### src/rtl/core/fobs_pkg.sv
// Shared types, constants and constant tables for the fractional-octave band summer.
package fobs_pkg;

    // Log table size and index width.
    localparam int LOG_TAB_DEPTH = 256;
    localparam int LOG_TAB_AW    = 9;

    // Fixed-point constants.
    localparam logic [19:0] LOG2_16000_Q16 = 20'd915262;
    localparam logic [23:0] LOG2_10_DIV10  = 24'd5573271;
    localparam logic [29:0] INV_TWO_PI_Q32 = 30'd683565276;
    localparam logic [5:0]  BANDS_MAX      = 6'd48;

    // Configuration register indexes.
    typedef enum logic [0:0] {
        REG_BANDS = 1'b0,
        REG_GAIN  = 1'b1
    } cfg_reg_t;

    // Sequencer states.
    typedef enum logic [4:0] {
        ST_IDLE,
        ST_NORM,
        ST_LOG_LO,
        ST_LOG_HI,
        ST_LOG_SUM,
        ST_BAND,
        ST_LEVEL,
        ST_PWR_WAIT,
        ST_DECIDE,
        ST_ACCUM,
        ST_CHECK_LAST,
        ST_Q_START,
        ST_Q_WAIT,
        ST_CEN_START,
        ST_CEN_WAIT,
        ST_SQRT_START,
        ST_SQRT_WAIT,
        ST_AMP,
        ST_VMUL,
        ST_VDIV_START,
        ST_VDIV_WAIT,
        ST_EMIT
    } seq_state_t;

    // Control of the power-of-two unit.
    typedef struct packed {
        logic start;
        logic scale32;
    } exp_ctl_t;

    // Control of the divide and square-root unit.
    typedef struct packed {
        logic start;
        logic sqrt_mode;
    } ds_ctl_t;

    typedef logic [LOG_TAB_DEPTH:0][16:0] log_tab_t;
    typedef logic [15:0][31:0]            exp_roots_t;

    // Integer square root, evaluated at elaboration only.
    function automatic logic [63:0] isqrt64(input logic [63:0] v_in);
        logic [63:0] v;
        logic [63:0] r;
        logic [63:0] b;
        v = v_in;
        r = 64'd0;
        for (int i = 0; i < 32; i++) begin
            b = 64'd1 << (62 - 2 * i);
            if (v >= r + b) begin
                v = v - (r + b);
                r = (r >> 1) + b;
            end
            else begin
                r = r >> 1;
            end
        end
        return r;
    endfunction

    // Table of log2(1 + j/depth) in Q16, built by repeated squaring.
    function automatic log_tab_t build_log_tab();
        log_tab_t    t;
        logic [63:0] x;
        logic [31:0] res;
        for (int j = 0; j <= LOG_TAB_DEPTH; j++) begin
            x   = (64'd1 << 30) + ((64'(j) << 30) / LOG_TAB_DEPTH);
            res = 32'd0;
            for (int i = 0; i < 20; i++) begin
                x   = (x * x) >> 30;
                res = res << 1;
                if (x >= (64'd1 << 31)) begin
                    x   = x >> 1;
                    res = res | 32'd1;
                end
            end
            t[j] = 17'((res + 32'd8) >> 4);
        end
        return t;
    endfunction

    // Roots 2^(2^-i) in Q30 for i = 1 to 16.
    function automatic exp_roots_t build_exp_roots();
        exp_roots_t  t;
        logic [63:0] r;
        r    = isqrt64(64'd1 << 61);
        t[0] = r[31:0];
        for (int i = 1; i < 16; i++) begin
            r    = isqrt64(r << 30);
            t[i] = r[31:0];
        end
        return t;
    endfunction

    localparam log_tab_t   LOG_TAB   = build_log_tab();
    localparam exp_roots_t EXP_ROOTS = build_exp_roots();

endpackage

### src/rtl/core/fobs_divsqrt.sv
// Shared shift-and-subtract unit: restoring division or integer square root.
module fobs_divsqrt
    import fobs_pkg::*;
(
    input  logic        clk,
    input  logic        rst_n,
    input  ds_ctl_t     ctl,
    input  logic [63:0] src,
    input  logic [31:0] den,
    output logic        done,
    output logic [35:0] quot,
    output logic [33:0] rem
);

    logic        busy_reg;
    logic        sqrt_reg;
    logic [5:0]  cnt_reg;
    logic        done_reg;
    logic [63:0] src_reg;
    logic [31:0] den_reg;
    logic [35:0] q_reg;
    logic [33:0] rem_reg;

    logic [33:0] shifted;
    logic [33:0] trial;
    logic [34:0] diff;
    logic        ge;

    // One digit per cycle through a single subtractor.
    assign shifted = sqrt_reg ? {rem_reg[31:0], src_reg[63:62]} : {rem_reg[32:0], src_reg[63]};
    assign trial   = sqrt_reg ? {q_reg[31:0], 2'b01} : {2'b00, den_reg};
    assign diff    = {1'b0, shifted} - {1'b0, trial};
    assign ge      = !diff[34];

    // Control state.
    always_ff @(posedge clk or negedge rst_n)
    begin
        if (!rst_n) begin
            busy_reg <= 1'b0;
            cnt_reg  <= 6'd0;
            done_reg <= 1'b0;
        end
        else begin
            done_reg <= 1'b0;
            if (ctl.start) begin
                busy_reg <= 1'b1;
                cnt_reg  <= ctl.sqrt_mode ? 6'd32 : 6'd36;
            end
            else if (busy_reg) begin
                cnt_reg <= cnt_reg - 6'd1;
                if (cnt_reg == 6'd1) begin
                    busy_reg <= 1'b0;
                    done_reg <= 1'b1;
                end
            end
        end
    end

    // Operand, quotient and remainder registers.
    always_ff @(posedge clk)
    begin
        if (ctl.start) begin
            sqrt_reg <= ctl.sqrt_mode;
            src_reg  <= src;
            den_reg  <= den;
            q_reg    <= 36'd0;
            rem_reg  <= 34'd0;
        end
        else if (busy_reg) begin
            rem_reg <= ge ? diff[33:0] : shifted;
            q_reg   <= {q_reg[34:0], ge};
            src_reg <= sqrt_reg ? (src_reg << 2) : (src_reg << 1);
        end
    end

    assign done = done_reg;
    assign quot = q_reg;
    assign rem  = rem_reg;

endmodule

### config.mk
export PLATFORM = sky130hd
export DESIGN_NAME = fobs_divsqrt
export DESIGN_NICKNAME = d
export VERILOG_FILES = /design/src/rtl/core/fobs_pkg.sv /design/src/rtl/core/fobs_divsqrt.sv
export SDC_FILE = /design/constraint.sdc
export NUM_CORES = 1
export LEC_CHECK = 0
export ABC_AREA = 1
export BUFFER_PORTS_ARGS = -buffer_cell sky130_fd_sc_hd__clkbuf_2
export CORE_MARGIN = 2
export CORE_UTILIZATION = 45
export CTS_BUF_LIST = sky130_fd_sc_hd__clkbuf_4 sky130_fd_sc_hd__clkbuf_8 sky130_fd_sc_hd__clkbuf_16
export CTS_CLUSTER_DIAMETER = 100
export DETAILED_ROUTE_END_ITERATION = 8
export PLACE_DENSITY = 0.75
export RECOVER_POWER = 50
export SYNTH_ARGS = -nofsm -noshare
export SYNTH_HDL_FRONTEND = slang
export SYNTH_SLANG_ARGS = --single-unit
export TNS_END_PERCENT = 1
### constraint.sdc
create_clock -name clk -period 4.3 [get_ports clk]
set_clock_uncertainty 0.05 [all_clocks]
set_input_delay 0.645 -clock clk [delete_from_list [all_inputs] [get_ports clk]]
set_output_delay 0.645 -clock clk [all_outputs]
set_load 0.005 [all_outputs]
==> results.ini <==
[yosys]
async_flop_share_pct=4.57
synth_commonest_cells=nand2_1 (448), inv_1 (200), nor2_1 (166)
ys_warn_count=0
netlist_instances=1531
avgSynthCellArea_sq_um=7.06
ys_ff_latch=175
synth_edf_count=97
yosysTopAreaCell=edfxtp_1
ys_seq_area_share_pct=41.8
synth_top_area_share_pct=26.9
synth_area_sq_um=10800
yosysMostFrequentCell=nand2_1
synth_nets=1668
yosys-top-cells-area=edfxtp_1 (27%), nand2_1 (16%), dfxtp_1 (13%)
ys.flop_type=edfxtp_1
synthDistinctLibCells=43

[setup_path]
cp_max_fo=43
critPathCaptureType=flip-flop
cp.arrival_ns=3.85
startpoint_type=primary input
critical_path_class=in -> reg
required_ns=4.43

[worst_hold_path]
hold_path.class=in -> reg

[sta]
min_period_over_period_pct=86.5
fin_setup_tns_ns=0
period_minus_slack_ns=3.72
holdWs_ns=0.330
report.final.hold_viol_count=0
layout_setup_ws_ns=0.582
setup_viol=0
slew_headroom_pct=-48.6
rsz0062_at_grt=no
fmax_ghz=0.269
worst_pin_slew_ns=2.23
slew_viol_final=44

[placed_design]
place_ws_ns=0.825
place_inst=1967
dp_hpwl_um=23700
portBuffers=170
gp_congestion=1.01
dpl_cell_area_sq_um=11900

[die]
dieArea_sq_um=25300
rows=56
num_io_pins=171
core_area_sq_um=23500
die_w_um=159
start_util_pct=45.9
die_y_um=159

[cells_and_area]
nets=1805
fin_cells=2000
diodes=0
fillers=2395
largest_reg_flops=64
final_area_sq_um=12400
syn_to_final_growth_pct=14.9
drive_gt1_share_pct=13.9
final_util_pct=52.8

[detailed_routing]
viasPerCell=5.26
routedWlPerCell_um=16.0
drt-initial-drc-count=1173
dr.pass1.iters=5
antenna_left=0
routed_wl_um=31900
drc=0
vias=10500

[power]
p_leak_nw=6.05
powerDensity_nw_per_um2=516
vdd_drop_max_v=0.000288
power_mw=6.41

[clock_network]
root_buffer=clkbuf_16
h-tree-depth=4
clock_sinks=175
clk_latency_ns=0.43
clk_pin_slew_worst_paths_ns=0.08
cts_buffers=17
clock_path_buffers=2
cts_tree=done

[global_route]
grt.overflow.total=0
use_met2_pct=39.3
grt_max_degree=81
grt_use_met1_pct=35.1
grt_pass1_wl_um=50900
met3_usage_pct=4.32
antenna_found_initial=0
top_usage_layer=met2
grt_pass1_vias=9633
grt_use_total_pct=25.0

[flow_run]
drv_cap=1

[outcome]
violations=capacitance limit, slew limit
status=complete, but fails checks

-- layer usage --
metal  vias up  wire (um)
li1       5201          -
met4         0        778
met3        51       2480
met5         -          0
met1      4807      14300
met2       464      14300
-- worst max-delay path: stages --
cell and delay, ns:
clkbuf_1 1.56, inv_2 0.86, buf_4 0.51, nor2_1 0.18
a21oi_1 0.06
-- power by group --
group / internal, mW / switching, mW
Clock: 0.787 / 0.772
Combinational: 0.896 / 1.78
Sequential: 2.00 / 0.177
-- cell type report --
cell class / count / area (sq um) / share of cell area [%]
inverter: 212 / 797 / 6.42
tap: 319 / 399 / 3.21
clock buffer: 17 / 425 / 3.42
timing repair buffer: 185 / 923 / 7.43
clock inverter: 15 / 164 / 1.32
multi-input combinational: 1077 / 5200 / 41.9
sequential: 175 / 4510 / 36.3
-- final timing paths --
kind,startpoint,endpoint,slack (ns),cells past startpoint
max in group asynchronous,rst_n,done$_DFF_PN0_,3.23,2
setup / recovery,ctl[1],src_reg[13]$_DFFE_PP_,0.58,5
setup reg to reg,sqrt_reg$_DFFE_PP_,rem[9]$_SDFFE_PP0P_,0.74,21
min in group asynchronous,rst_n,cnt_reg[4]$_DFFE_PN0P_,0.65,2
hold reg to reg,quot[35]$_SDFFE_PP0P_,quot[35]$_SDFFE_PP0P_,0.41,2
hold / removal,den[6],den_reg[6]$_DFFE_PP_,0.33,1
-- logic make-up (layout without fill, tap and decap cells) --
| logic type | after synthesis | after routing | share of synthesized area (%) |
|---|---|---|---|
| xor+xnor | 14 | 14 | 1.13 |
| flops | 175 | 175 | 41.8 |
| fa+ha+maj | 37 | 37 | 4.35 |
| buf+inv | 279 | 429 | 10.1 |
| mux | 1 | 1 | 0.0926 |
| compound gates | 260 | 260 | 12.7 |
| simple gates | 765 | 765 | 29.8 |
-- cells in the final DEF, fill, tap and decap left out, types with 44 or more instances in the layout --
cell,instances
nand2_1,448
nand3_1,63
edfxtp_1,97
clkbuf_1,44
nor2_1,166
a21oi_1,144
o21ai_0,68
dfxtp_1,70
inv_1,198
clkbuf_2,126
-- timing repair --
item | 4_1_cts | 5_1_grt
hold buffers | 1 | 0
buffers inserted | 0 | 0
resized for setup | 0 | 0
hold endpoints to repair | 8 | 0
Note: power is estimated with default switching activity, not from simulation.
