[src/rtl/core/fobs_pkg.sv]
// Shared types, constants and constant tables for the fractional-octave band summer.
package fobs_pkg;

    // Log table size and index width.
    localparam int LOG_TAB_DEPTH = 256;
    localparam int LOG_TAB_AW    = 9;

    // Fixed-point constants.
    localparam logic [19:0] LOG2_16000_Q16 = 20'd915262;
    localparam logic [23:0] LOG2_10_DIV10  = 24'd5573271;
    localparam logic [29:0] INV_TWO_PI_Q32 = 30'd683565276;
    localparam logic [5:0]  BANDS_MAX      = 6'd48;

    // Configuration register indexes.
    typedef enum logic [0:0] {
        REG_BANDS = 1'b0,
        REG_GAIN  = 1'b1
    } cfg_reg_t;

    // Sequencer states.
    typedef enum logic [4:0] {
        ST_IDLE,
        ST_NORM,
        ST_LOG_LO,
        ST_LOG_HI,
        ST_LOG_SUM,
        ST_BAND,
        ST_LEVEL,
        ST_PWR_WAIT,
        ST_DECIDE,
        ST_ACCUM,
        ST_CHECK_LAST,
        ST_Q_START,
        ST_Q_WAIT,
        ST_CEN_START,
        ST_CEN_WAIT,
        ST_SQRT_START,
        ST_SQRT_WAIT,
        ST_AMP,
        ST_VMUL,
        ST_VDIV_START,
        ST_VDIV_WAIT,
        ST_EMIT
    } seq_state_t;

    // Control of the power-of-two unit.
    typedef struct packed {
        logic start;
        logic scale32;
    } exp_ctl_t;

    // Control of the divide and square-root unit.
    typedef struct packed {
        logic start;
        logic sqrt_mode;
    } ds_ctl_t;

    typedef logic [LOG_TAB_DEPTH:0][16:0] log_tab_t;
    typedef logic [15:0][31:0]            exp_roots_t;

    // Integer square root, evaluated at elaboration only.
    function automatic logic [63:0] isqrt64(input logic [63:0] v_in);
        logic [63:0] v;
        logic [63:0] r;
        logic [63:0] b;
        v = v_in;
        r = 64'd0;
        for (int i = 0; i < 32; i++) begin
            b = 64'd1 << (62 - 2 * i);
            if (v >= r + b) begin
                v = v - (r + b);
                r = (r >> 1) + b;
            end
            else begin
                r = r >> 1;
            end
        end
        return r;
    endfunction

    // Table of log2(1 + j/depth) in Q16, built by repeated squaring.
    function automatic log_tab_t build_log_tab();
        log_tab_t    t;
        logic [63:0] x;
        logic [31:0] res;
        for (int j = 0; j <= LOG_TAB_DEPTH; j++) begin
            x   = (64'd1 << 30) + ((64'(j) << 30) / LOG_TAB_DEPTH);
            res = 32'd0;
            for (int i = 0; i < 20; i++) begin
                x   = (x * x) >> 30;
                res = res << 1;
                if (x >= (64'd1 << 31)) begin
                    x   = x >> 1;
                    res = res | 32'd1;
                end
            end
            t[j] = 17'((res + 32'd8) >> 4);
        end
        return t;
    endfunction

    // Roots 2^(2^-i) in Q30 for i = 1 to 16.
    function automatic exp_roots_t build_exp_roots();
        exp_roots_t  t;
        logic [63:0] r;
        r    = isqrt64(64'd1 << 61);
        t[0] = r[31:0];
        for (int i = 1; i < 16; i++) begin
            r    = isqrt64(r << 30);
            t[i] = r[31:0];
        end
        return t;
    endfunction

    localparam log_tab_t   LOG_TAB   = build_log_tab();
    localparam exp_roots_t EXP_ROOTS = build_exp_roots();

endpackage

[src/rtl/core/fobs_exp2.sv]
// Iterative power-of-two unit: one rounded Q30 multiply per exponent fraction bit.
module fobs_exp2
    import fobs_pkg::*;
(
    input  logic               clk,
    input  logic               rst_n,
    input  exp_ctl_t           ctl,
    input  logic signed [27:0] expo,
    output logic               done,
    output logic [63:0]        result
);

    logic               busy_reg;
    logic [4:0]         cnt_reg;
    logic [31:0]        m_reg;
    logic [15:0]        fr_reg;
    logic signed [11:0] ip_reg;
    logic               scale_reg;
    logic               done_reg;
    logic [63:0]        res_reg;

    logic [62:0]        prod;
    logic [32:0]        prod_rnd;
    logic               fr_bit;
    logic signed [12:0] sh;
    logic [5:0]         nsh;
    logic [63:0]        res_next;

    // Rounded multiply by the root picked by the current fraction bit.
    assign prod     = 63'(m_reg) * 63'(EXP_ROOTS[cnt_reg[3:0]]);
    assign prod_rnd = 33'((prod + 63'(64'd1 << 29)) >> 30);
    assign fr_bit   = fr_reg[4'd15 - cnt_reg[3:0]];

    // Final scaling by the integer part, rounding half up and saturating.
    assign sh  = 13'(ip_reg) + (scale_reg ? 13'sd32 : 13'sd0) - 13'sd30;
    assign nsh = 6'(-sh);

    always_comb
    begin
        if (sh > 13'sd33) begin
            res_next = '1;
        end
        else if (sh >= 13'sd0) begin
            res_next = {32'd0, m_reg} << sh[5:0];
        end
        else if (sh <= -13'sd32) begin
            res_next = 64'd0;
        end
        else begin
            res_next = ({32'd0, m_reg} + (64'd1 << (nsh - 6'd1))) >> nsh;
        end
    end

    // Control state.
    always_ff @(posedge clk or negedge rst_n)
    begin
        if (!rst_n) begin
            busy_reg <= 1'b0;
            cnt_reg  <= 5'd0;
            done_reg <= 1'b0;
        end
        else begin
            done_reg <= 1'b0;
            if (ctl.start) begin
                busy_reg <= 1'b1;
                cnt_reg  <= 5'd0;
            end
            else if (busy_reg) begin
                if (cnt_reg[4]) begin
                    busy_reg <= 1'b0;
                    done_reg <= 1'b1;
                end
                cnt_reg <= cnt_reg + 5'd1;
            end
        end
    end

    // Mantissa and result registers.
    always_ff @(posedge clk)
    begin
        if (ctl.start) begin
            m_reg     <= 32'd1 << 30;
            fr_reg    <= expo[15:0];
            ip_reg    <= expo[27:16];
            scale_reg <= ctl.scale32;
        end
        else if (busy_reg) begin
            if (!cnt_reg[4] && fr_bit) begin
                m_reg <= prod_rnd[31:0];
            end
            if (cnt_reg[4]) begin
                res_reg <= res_next;
            end
        end
    end

    assign done   = done_reg;
    assign result = res_reg;

endmodule

[config.mk]
export PLATFORM = sky130hd
export DESIGN_NAME = fobs_exp2
export DESIGN_NICKNAME = d
export VERILOG_FILES = /design/src/rtl/core/fobs_pkg.sv /design/src/rtl/core/fobs_exp2.sv
export SDC_FILE = /design/constraint.sdc
export NUM_CORES = 2
export LEC_CHECK = 0
export ABC_AREA = 1
export ABC_CLOCK_PERIOD_IN_PS = 8600
export BUFFER_PORTS_ARGS = -buffer_cell sky130_fd_sc_hd__buf_2
export CORE_UTILIZATION = 65
export CTS_BUF_LIST = sky130_fd_sc_hd__clkbuf_8
export DETAILED_ROUTE_END_ITERATION = 12
export MAX_ROUTING_LAYER = met4
export PLACE_DENSITY = 0.91
export SYNTH_ARGS = -nofsm -noshare
export SYNTH_HDL_FRONTEND = slang
export SYNTH_SLANG_ARGS = --single-unit
export TNS_END_PERCENT = 100
[constraint.sdc]
create_clock -name clk -period 8.6 [get_ports clk]
set_input_delay 0.86 -clock clk [delete_from_list [all_inputs] [get_ports clk]]
set_output_delay 0.86 -clock clk [all_outputs]
set_load 0.1 [all_outputs]
==> run metrics <==
CTS buffer count=17; Final WS setup=0.3682 ns; number of routed nets with antenna violations=0; core outline area=68,590 sq um; Final #Nets=7,240; DP HPWL=129,800 um; routability congestion estimate=1.063; period utilization=0.9572; Setup CP Type=register to register; Max Clk Rate=121.5 MHz; setup TNS=0 ns; worst skew pair latency=0.57 ns; top cells by area, synth=fa_1 37%, ha_1 9.8%, inv_1 9.7%, nand2_1 9.5%, nor2_1 7.1%; FP Rows=96; Worst Path Buf+Inv=12; drt first pass iters=9; fin. max-slew vios=0; worst-path fanout max=30; largest net degree at the start of global routing=99; R2R depth=34; CTS Buffer Depth=2; clock sinks=132; routed wire length=163,400 um; CP top delay family=adder cells; worst r2r src=cnt_reg[0]$_DFFE_PN0P_; share of flip-flops with an asynchronous set or reset=0.05303; DRT iter0 DRCs=5,761; H-tree levels=4; Hold Fails Final Rpt=0; min-delay worst type=input port to async pin; Worst Setup SP=cnt_reg[0]$_DFFE_PN0P_; critical path arrival=8.71 ns; CP max stage delay=0.57 ns; port bufs=96; Main synth FF type=edfxtp_1; pre-CTS setup slack=0.3042 ns; die area=70,310 sq um; vias in the first global route=43,880; Horiz. Die Dim=265.2 um; EDFF count, synth=93; Commonest cells post-synth=1,160 x inv_1, 1,141 x nand2_1, 848 x nor2_1; clock tree root driver cell=clkbuf_8; first-pass GRT wire length=251,100 um; Mapped Area=45,010 sq um; Setup Viol. Count Final=0; result of the run=complete, no violations; Yosys top cell by area=fa_1; Total GRT Usage=0.4927; Via-to-Cell Ratio=6.140; slew at the pin closest to its max-slew limit=1.355 ns; register area=3610 sq um; count leader, synth=inv_1; CP dominant cell by count=inv_1; residual DRC count=0; layout cells sized above 1=0.06533; syn avg cell area=7.475 sq um; max FFs per register=64; MaxCap Viol Count=0; syn_nets=7,244; Tmin final=8.232 ns; Ys Warns=0; Slew headroom=0.09688; Area Overhead vs Synth=5.518%; Seq/Total Area, Yosys=0.08016; R2R Setup Slk=0.37 ns; TritonCTS clock tree=done; Critical Path Start Type=register; Crit. End Element=register; Synth Register Bits=132; Initial Utilization=0.6563; CTS Hold Bufs=0; Slowest cell on crit path=fa_2; die height=265.2 um; initial antenna violation count=6; I/O Pins=97; Post-Syn Instances=6,022; library cells used by synthesis=57; gr ovfl total=0; FF-to-FF End=m_reg[17]$_SDFFE_PP0P_; drt wl/cell=23.43 um; clk slew on worst S/H paths=0.12 ns; DR vias=42,820; Req. time, crit path=9.07 ns; area of the multi-input gates=35,730 sq um; clk_skew=0.03266 ns; # fillers=5,577; area share of the largest cell type after synthesis=0.3722
-- metrics by stage --
step                        util  instance area, sq um  cells  hold WS [ns]
after floorplan                -                 45010   6022        0.4825
after global placement    0.6836                 46890   6926        0.5393
after detailed placement  0.6836                 46890   6926        0.5461
after CTS                 0.6900                 47320   6958        0.1347
after global routing      0.6924                 47490   6970        0.1448
final                     0.6925                 47500   6973        0.1432
-- cell families (layout without fill, tap and decap cells) --
family                   after synthesis  after routing  synth area share
AND/OR/NAND/NOR                     2448           2448            0.2214
buffers and inverters               1502           1511            0.1279
adder cells (fa/ha/maj)             1190           1190            0.4704
AO/OA/AOI/OAI                        665            665           0.08269
flip-flops                           132            132           0.08016
XOR/XNOR                              51             51          0.009923
multiplexers                          34             34          0.007561
other                                  0             11                 0
-- worst reg2reg max path, delay by kind of cell (launching register included) --
kind	cells	cell delay [ns]
flip-flops	1	0.42
AND/OR/NAND/NOR	3	0.27
XOR/XNOR	1	0.17
adder cells (fa/ha/maj)	10	4.71
AO/OA/AOI/OAI	8	1.43
buffers and inverters	12	1.15
-- worst max-delay path by stage --
stage | endpoint | cells after the start
2_1_floorplan | m_reg[18]$_SDFFE_PP0P_ | 35
3_3_place_gp | m_reg[26]$_SDFFE_PP0P_ | 37
3_5_place_dp | m_reg[26]$_SDFFE_PP0P_ | 32
4_1_cts | m_reg[26]$_SDFFE_PP0P_ | 31
5_1_grt | m_reg[27]$_SDFFE_PP0P_ | 34
6_report | m_reg[17]$_SDFFE_PP0P_ | 34
-- cell usage in the layout (no fill, tap or decap), drive strengths merged, types with 29 or more instances in the layout --
cell	Yosys	routed
a21oi	181	181
a31oi	40	40
buf	79	279
clkinv	27	29
dfxtp	32	32
edfxtp	93	93
fa	837	837
ha	353	353
inv	1173	1179
mux2i	34	34
nand2	1162	1162
nand3	338	338
nor2	858	858
nor3	33	33
o21ai	319	319
xor2	33	33
-- timing repair --
| item | in CTS | in global routing |
|---|---|---|
| setup endpoints to repair | 0 | 29 |
| setup buffers | 0 | 4 |
| resized for setup | 0 | 29 |
-- cell type report --
type / instances / share of cell area
Clock buffer: 17 / 0.004926
Timing Repair Buffer: 279 / 0.04162
Multi-Input combinational cell: 4388 / 0.7522
Tap cell: 931 / 0.02453
Sequential cell: 132 / 0.07600
Clock inverter: 15 / 0.004320
Inverter: 1200 / 0.09578
Antenna cell: 11 / 0.0005795
-- per-layer routing --
metal	vias to the layer above	routed length [um]	track usage	share of wire
li1	18430	-	-	-
met2	3055	70300	0.7149	0.43
met3	977	24080	0.1886	0.15
met1	20350	54460	0.5632	0.33
met4	0	14530	0.3398	0.089
met5	-	0	-	0
Power is not shown: default switching activity piles up to over one toggle a cycle in this logic, so the estimate is an artifact.
